[src/design/fqs_pkg.sv]
package fqs_pkg;

    localparam int DEPTH_DEFAULT      = 16;
    localparam int DATA_WIDTH_DEFAULT = 32;

    localparam int CMD_W   = 3;
    localparam int INDEX_W = 4;

    localparam logic [CMD_W-1:0] CMD_PUSH = 3'd0;
    localparam logic [CMD_W-1:0] CMD_POP  = 3'd1;
    localparam logic [CMD_W-1:0] CMD_DROP = 3'd2;
    localparam logic [CMD_W-1:0] CMD_FIND = 3'd3;
    localparam logic [CMD_W-1:0] CMD_SIZE = 3'd4;
    localparam logic [CMD_W-1:0] CMD_READ = 3'd5;

    // per-cycle orders broadcast along the cell row
    typedef struct packed {
        logic load;
        logic shift;
        logic rotate;
    } cell_ctl_t;

endpackage

[src/design/fqs_cell.sv]
module fqs_cell #(
    parameter int DATA_WIDTH = fqs_pkg::DATA_WIDTH_DEFAULT,
    parameter int DEPTH      = fqs_pkg::DEPTH_DEFAULT,
    parameter int CELL_IDX   = 0
) (
    input  logic                                clk,
    input  fqs_pkg::cell_ctl_t                  ctl,
    input  logic [$clog2(DEPTH+1)-1:0]          count,
    input  logic signed [DATA_WIDTH-1:0]        push_value,
    input  logic signed [DATA_WIDTH-1:0]        head_value,
    input  logic signed [DATA_WIDTH-1:0]        right_value,
    output logic signed [DATA_WIDTH-1:0]        data
);

    localparam int CNT_W = $clog2(DEPTH + 1);
    localparam logic [CNT_W-1:0] POS_NEXT = CNT_W'(CELL_IDX + 1);
    localparam logic [CNT_W-1:0] POS_SELF = CNT_W'(CELL_IDX);

    logic signed [DATA_WIDTH-1:0] data_reg;
    logic signed [DATA_WIDTH-1:0] data_next;

    always_comb
    begin
        data_next = data_reg;
        if (ctl.load && (count == POS_SELF))
        begin
            data_next = push_value;
        end
        else if (ctl.shift)
        begin
            data_next = right_value;
        end
        else if (ctl.rotate)
        begin
            // last occupied cell closes the ring back to the head
            if (count == POS_NEXT)
            begin
                data_next = head_value;
            end
            else if (count > POS_NEXT)
            begin
                data_next = right_value;
            end
        end
    end

    always_ff @(posedge clk)
    begin
        data_reg <= data_next;
    end

    assign data = data_reg;

endmodule

[src/design/fqs_ctrl.sv]
module fqs_ctrl #(
    parameter int DATA_WIDTH = fqs_pkg::DATA_WIDTH_DEFAULT,
    parameter int DEPTH      = fqs_pkg::DEPTH_DEFAULT
) (
    input  logic                                clk,
    input  logic                                rst_n,
    input  logic                                start,
    input  logic [fqs_pkg::CMD_W-1:0]           command,
    input  logic signed [DATA_WIDTH-1:0]        value_in,
    input  logic [fqs_pkg::INDEX_W-1:0]         index_in,
    input  logic signed [DATA_WIDTH-1:0]        head_value,
    output fqs_pkg::cell_ctl_t                  ctl,
    output logic [$clog2(DEPTH+1)-1:0]          count,
    output logic                                busy,
    output logic                                done,
    output logic                                ok,
    output logic signed [DATA_WIDTH-1:0]        value_out,
    output logic [$clog2(DEPTH+1)-1:0]          position
);

    localparam int CNT_W = $clog2(DEPTH + 1);
    localparam int IDX_W = $clog2(DEPTH);
    localparam int CMP_W = (CNT_W > fqs_pkg::INDEX_W) ? CNT_W : fqs_pkg::INDEX_W;

    localparam logic ST_IDLE = 1'b0;
    localparam logic ST_WALK = 1'b1;

    logic                         state_reg, state_next;
    logic [CNT_W-1:0]             count_reg, count_next;
    logic [IDX_W-1:0]             step_reg, step_next;
    logic                         done_reg, done_next;
    logic                         ok_reg, ok_next;
    logic signed [DATA_WIDTH-1:0] value_out_reg, value_out_next;
    logic [CNT_W-1:0]             position_reg, position_next;
    logic signed [DATA_WIDTH-1:0] key_reg, key_next;
    logic [IDX_W-1:0]             idx_reg, idx_next;
    logic                         is_find_reg, is_find_next;

    logic [CMP_W-1:0] idx_ext;
    logic [CMP_W-1:0] last_ext;
    logic [CNT_W-1:0] step_plus;

    assign idx_ext   = CMP_W'(index_in);
    assign last_ext  = CMP_W'(count_reg) - CMP_W'(1);
    assign step_plus = CNT_W'(step_reg) + CNT_W'(1);

    always_comb
    begin
        state_next     = state_reg;
        count_next     = count_reg;
        step_next      = step_reg;
        done_next      = 1'b0;
        ok_next        = ok_reg;
        value_out_next = value_out_reg;
        position_next  = position_reg;
        key_next       = key_reg;
        idx_next       = idx_reg;
        is_find_next   = is_find_reg;
        ctl            = '0;

        case (state_reg)
            ST_IDLE:
            begin
                if (start)
                begin
                    ok_next        = 1'b0;
                    value_out_next = '0;
                    position_next  = '0;
                    done_next      = 1'b1;
                    case (command)
                        fqs_pkg::CMD_PUSH:
                        begin
                            if (count_reg < CNT_W'(DEPTH))
                            begin
                                ctl.load   = 1'b1;
                                count_next = count_reg + CNT_W'(1);
                                ok_next    = 1'b1;
                            end
                        end
                        fqs_pkg::CMD_POP:
                        begin
                            if (count_reg != '0)
                            begin
                                ctl.shift      = 1'b1;
                                value_out_next = head_value;
                                count_next     = count_reg - CNT_W'(1);
                                ok_next        = 1'b1;
                            end
                        end
                        fqs_pkg::CMD_DROP:
                        begin
                            if (count_reg != '0)
                            begin
                                count_next = count_reg - CNT_W'(1);
                                ok_next    = 1'b1;
                            end
                        end
                        fqs_pkg::CMD_FIND, fqs_pkg::CMD_READ:
                        begin
                            if (count_reg != '0)
                            begin
                                done_next    = 1'b0;
                                state_next   = ST_WALK;
                                step_next    = '0;
                                key_next     = value_in;
                                is_find_next = (command == fqs_pkg::CMD_FIND);
                                idx_next     = IDX_W'((idx_ext > last_ext) ? last_ext : idx_ext);
                            end
                        end
                        fqs_pkg::CMD_SIZE:
                        begin
                            ok_next = (count_reg != '0);
                        end
                        default:
                        begin
                        end
                    endcase
                end
            end
            ST_WALK:
            begin
                // one full turn of the occupied ring restores the order
                ctl.rotate = 1'b1;
                if (is_find_reg && !ok_reg && (head_value == key_reg))
                begin
                    ok_next       = 1'b1;
                    position_next = step_plus;
                end
                if (!is_find_reg && (step_reg == idx_reg))
                begin
                    ok_next        = 1'b1;
                    value_out_next = head_value;
                end
                if (step_plus == count_reg)
                begin
                    state_next = ST_IDLE;
                    done_next  = 1'b1;
                end
                else
                begin
                    step_next = step_reg + IDX_W'(1);
                end
            end
            default:
            begin
                state_next = ST_IDLE;
            end
        endcase
    end

    always_ff @(posedge clk or negedge rst_n)
    begin
        if (!rst_n)
        begin
            state_reg <= ST_IDLE;
            count_reg <= '0;
            step_reg  <= '0;
            done_reg  <= 1'b0;
            ok_reg    <= 1'b0;
        end
        else
        begin
            state_reg <= state_next;
            count_reg <= count_next;
            step_reg  <= step_next;
            done_reg  <= done_next;
            ok_reg    <= ok_next;
        end
    end

    always_ff @(posedge clk)
    begin
        value_out_reg <= value_out_next;
        position_reg  <= position_next;
        key_reg       <= key_next;
        idx_reg       <= idx_next;
        is_find_reg   <= is_find_next;
    end

    assign count     = count_reg;
    assign busy      = (state_reg == ST_WALK);
    assign done      = done_reg;
    assign ok        = ok_reg;
    assign value_out = value_out_reg;
    assign position  = position_reg;

endmodule

[src/design/fifo_queue_with_search_unit.sv]
// Bounded FIFO of signed words kept in a row of cells in queue order, the
// head in the first cell. A command is taken when start is high and busy is
// low; its single result beat is registered and shown with done high for
// exactly one cycle, and the receiver cannot stall it. Push, pop, drop, size
// and any command that fails on an empty queue show their result in the
// cycle after they are taken, and the next command can be taken in the cycle
// the result is shown. Find and read at index turn the occupied cells once
// around their ring, one position per cycle past the head comparator, with
// busy high while the ring turns.
module fifo_queue_with_search_unit #(
    parameter int DEPTH      = fqs_pkg::DEPTH_DEFAULT,
    parameter int DATA_WIDTH = fqs_pkg::DATA_WIDTH_DEFAULT
) (
    input  logic                                clk,
    input  logic                                rst_n,
    input  logic                                start,
    input  logic [fqs_pkg::CMD_W-1:0]           command,
    input  logic signed [DATA_WIDTH-1:0]        value_in,
    input  logic [fqs_pkg::INDEX_W-1:0]         index_in,
    output logic                                busy,
    output logic                                done,
    output logic                                ok,
    output logic signed [DATA_WIDTH-1:0]        value_out,
    output logic [$clog2(DEPTH+1)-1:0]          position,
    output logic [$clog2(DEPTH+1)-1:0]          entry_count
);

    localparam int CNT_W = $clog2(DEPTH + 1);

    fqs_pkg::cell_ctl_t           ctl;
    logic [CNT_W-1:0]             count;
    logic signed [DATA_WIDTH-1:0] cell_data [DEPTH];

    fqs_ctrl #(
        .DATA_WIDTH (DATA_WIDTH),
        .DEPTH      (DEPTH)
    ) u_ctrl (
        .clk        (clk),
        .rst_n      (rst_n),
        .start      (start),
        .command    (command),
        .value_in   (value_in),
        .index_in   (index_in),
        .head_value (cell_data[0]),
        .ctl        (ctl),
        .count      (count),
        .busy       (busy),
        .done       (done),
        .ok         (ok),
        .value_out  (value_out),
        .position   (position)
    );

    for (genvar i = 0; i < DEPTH; i++)
    begin : g_cell
        logic signed [DATA_WIDTH-1:0] right_value;

        if (i == DEPTH - 1)
        begin : g_last
            assign right_value = cell_data[i];
        end
        else
        begin : g_inner
            assign right_value = cell_data[i+1];
        end

        fqs_cell #(
            .DATA_WIDTH (DATA_WIDTH),
            .DEPTH      (DEPTH),
            .CELL_IDX   (i)
        ) u_cell (
            .clk         (clk),
            .ctl         (ctl),
            .count       (count),
            .push_value  (value_in),
            .head_value  (cell_data[0]),
            .right_value (right_value),
            .data        (cell_data[i])
        );
    end

    assign entry_count = count;

endmodule

[config.mk]
export PLATFORM = sky130hd
export DESIGN_NAME = fifo_queue_with_search_unit
export DESIGN_NICKNAME = d
export VERILOG_FILES = /design/src/design/fqs_pkg.sv /design/src/design/fqs_cell.sv /design/src/design/fqs_ctrl.sv /design/src/design/fifo_queue_with_search_unit.sv
export SDC_FILE = /design/constraint.sdc
export NUM_CORES = 1
export LEC_CHECK = 0
export ABC_AREA = 1
export CORE_MARGIN = 2
export CORE_UTILIZATION = 36
export CTS_CLUSTER_SIZE = 25
export DETAILED_ROUTE_END_ITERATION = 7
export DONT_BUFFER_PORTS = 1
export GPL_TIMING_DRIVEN = 0
export HOLD_SLACK_MARGIN = 0.05
export PLACE_DENSITY = 0.6
export SETUP_SLACK_MARGIN = 0.2
export SLEW_MARGIN = 5
export SYNTH_ARGS = -nofsm -noshare
export SYNTH_HDL_FRONTEND = slang
export SYNTH_SLANG_ARGS = --single-unit
export TNS_END_PERCENT = 30
[constraint.sdc]
create_clock -name clk -period 5.8 [get_ports clk]
set_input_delay 0 -clock clk [delete_from_list [all_inputs] [get_ports clk]]
set_output_delay 0 -clock clk [all_outputs]
set_load 0.02 [all_outputs]
==> metrics.txt <==
drt pass-1 iters=5; FMAX=0.257 GHz; Pwr Total=8.77 mW; # rows=104; Startpoint Class=flip-flop; clk root buf=clkbuf_16; cts repair resizes=0; crit share post-route=0.671; crit path kind=flip-flop to flip-flop; Synth area leaders=edfxtp_1 (60%), nor2_1 (12%), o21ai_0 (8.8%), a21oi_1 (8.2%), clkbuf_1 (2.6%); io pins=87; Post-Syn Instances=3192; initial antenna violation count=1; ys async rst share=0.0201; Hold Vio Cnt, Final=0; clk_skew=0.0435 ns; post-route minimum period=3.89 ns; sequential area share after synthesis=0.607; Cell variety after synth=34; Int Pwr=6.94 mW; Non-Filler Instances=4425; number of max-cap violations=0; WL/cell=19.7 microns; Main synth FF type=edfxtp_1; Core Box Area=0.0808 sq mm; Post-synth EDFFs=586; count leader, synth=nor2_1; Reg clk slew, reported paths=0.07 ns; CP Max Fanout=12; RSZ-0062 raised after global routing=false; synth cell count leaders=nor2_1 (905), edfxtp_1 (586), o21ai_0 (517); Ys Warns=0; CTS Buffer Depth=3; Slew @ Worst Pin=1.28 ns; detailed placer's ending HPWL=67300 microns; WP data arrival=4.28 ns; layout cells sized above 1=0.0571; status=complete, no violations; max FFs per register=512; final-report max-slew violation count=0; H-tree depth=2; HP Class=primary input to flip-flop; cell total after placement=4265; Comb power frac=0.015; fin worst setup slack=1.91 ns; dominant cell type by area after synthesis=edfxtp_1; Overall Global Routing Usage=0.203; net switching fraction of the power=0.208; largest net degree at the start of global routing=33; CTS tree=yes; Initial Util=0.365; WL final=87200 microns; Total Nets Final=3368; CTS buffer count=60; routability cong.=0.884; Overflow after GRT=0; Area Overhead vs Synth=13.7%; Slew headroom=0.141; DR vias=22679; Mean Syn Cell Area=9.23 sq um; share of the synthesized area in the top cell type=0.597; Clock power frac=0.452; FF+latch count, synth=598; Flop pwr share=0.533; cts hold-fix bufs=48; chip height=290 microns; residual DRC count=0; # Post-CTS Setup Buffers=0; Die ar.=0.0842 sq mm; initial drt markers=2086; Vias/cell=5.13; P_sw=1.83 mW; WP data required=6.19 ns; Synth Cell Area=0.0295 sq mm; PD cells=261 mW/mm^2; Clk Latency, worst-skew pair=0.66 ns; vias in the first global route=21387; global-route wire length before repair=131000 microns; worst slack, placed=1.79 ns; die width=290 microns; Syn Nets=3245; static leakage=12.8 nW; VDD IR max=0.216 mV; final setup fails=0; CP Capture Type=flip-flop; # clock sinks=598; Final ANT Viol Nets=0; Port-buffer cells=0
[layout make-up]
cell class	count	area [sq um]
Inverter	102	385
Clock inverter	38	389
Timing Repair Buffer	61	668
Sequential cell	598	17900
Multi-Input combinational cell	2220	10200
Buffer	272	1120
Clock buffer	73	1570
Antenna cell	1	2.50
Fill cell	7776	47300
Tap cell	1060	1330
[path summary, 6_finish.rpt]
path                       slack, ns                        end                 startpoint  cells past startpoint
setup / recovery                1.91          u_ctrl.idx_reg[3]            u_ctrl.count[0]                     11
hold / removal                  0.18          u_ctrl.idx_reg[2]                index_in[2]                      2
setup reg to reg                1.91          u_ctrl.idx_reg[3]            u_ctrl.count[0]                     11
hold reg to reg                 0.53  g_cell[0].u_cell.data[23]  g_cell[1].u_cell.data[23]                      2
max in group asynchronous       5.04            u_ctrl.count[3]                      rst_n                      2
min in group asynchronous       0.35            u_ctrl.count[4]                      rst_n                      2
[cells by family after synthesis]
| kind of cell | after synthesis | share of synthesized area |
|---|---|---|
| AOI/OAI and AO/OA | 1029 | 0.176 |
| xor gates and xnor gates | 36 | 0.0107 |
| and+or+nand+nor | 1144 | 0.151 |
| adders and majority gates | 11 | 0.00467 |
| DFF | 598 | 0.607 |
| buffers and inverters | 374 | 0.0512 |
[layer usage]
| layer | part of all wire | wire length [microns] | vias up | global-route usage |
|---|---|---|---|---|
| li1 | - | - | 11254 | - |
| met1 | 0.44 | 38600 | 10618 | 0.278 |
| met2 | 0.47 | 41000 | 696 | 0.340 |
| met3 | 0.065 | 5700 | 111 | 0.0292 |
| met4 | 0.021 | 1850 | 0 | 0.0506 |
| met5 | 0 | 0 | - | 0 |
[layout by cell type, fill, tap and decap left out, types with 15 or more instances in the layout]
cell type      instances
a21oi_1              484
buf_2                 45
clkbuf_1             217
clkbuf_16             61
clkinv_1              15
dlygate4sd3_1         48
edfxtp_1             586
inv_1                 96
nand2_1              169
nand2_2               18
nand3_1               21
nor2_1               904
o21ai_0              514
o21ai_1               17
xnor2_1               18
xor2_1                18
[power groups by stage]
stage / clock, mW / combinational [mW] / sequential [mW]
floorplan: 0 / 0.0426 / 4.77
global placement: 0 / 0.0752 / 4.77
detailed placement: 0 / 0.0763 / 4.77
CTS: 4.01 / 0.129 / 4.67
global route: 4.14 / 0.142 / 4.67
finish: 3.96 / 0.131 / 4.67
[metrics by stage]
stage | TNS, ns | hold WS, ns | utilization | instance area (sq um)
after floorplan | 0 | -0.296 | - | 29500
after global placement | -50.59 | -0.295 | 0.381 | 30800
after detailed placement | 0 | -0.295 | 0.385 | 31100
after CTS | 0 | 0.143 | 0.415 | 33500
after global routing | 0 | 0.183 | 0.415 | 33500
final | 0 | 0.177 | 0.415 | 33500
[critical path, stage by stage, from the launching register on]
cell,delay [ns]
dfrtp_1,0.52
buf_4,0.25
clkinv_1,0.36
ha_1,0.38
xnor2_1,0.27
ha_1,0.29
nand2_1,0.08
nor2_1,0.05
a211oi_1,0.67
nand2_1,0.10
o21a_1,0.14
dlygate4sd3_1,0.55
(Power assumes the default switching activity.)
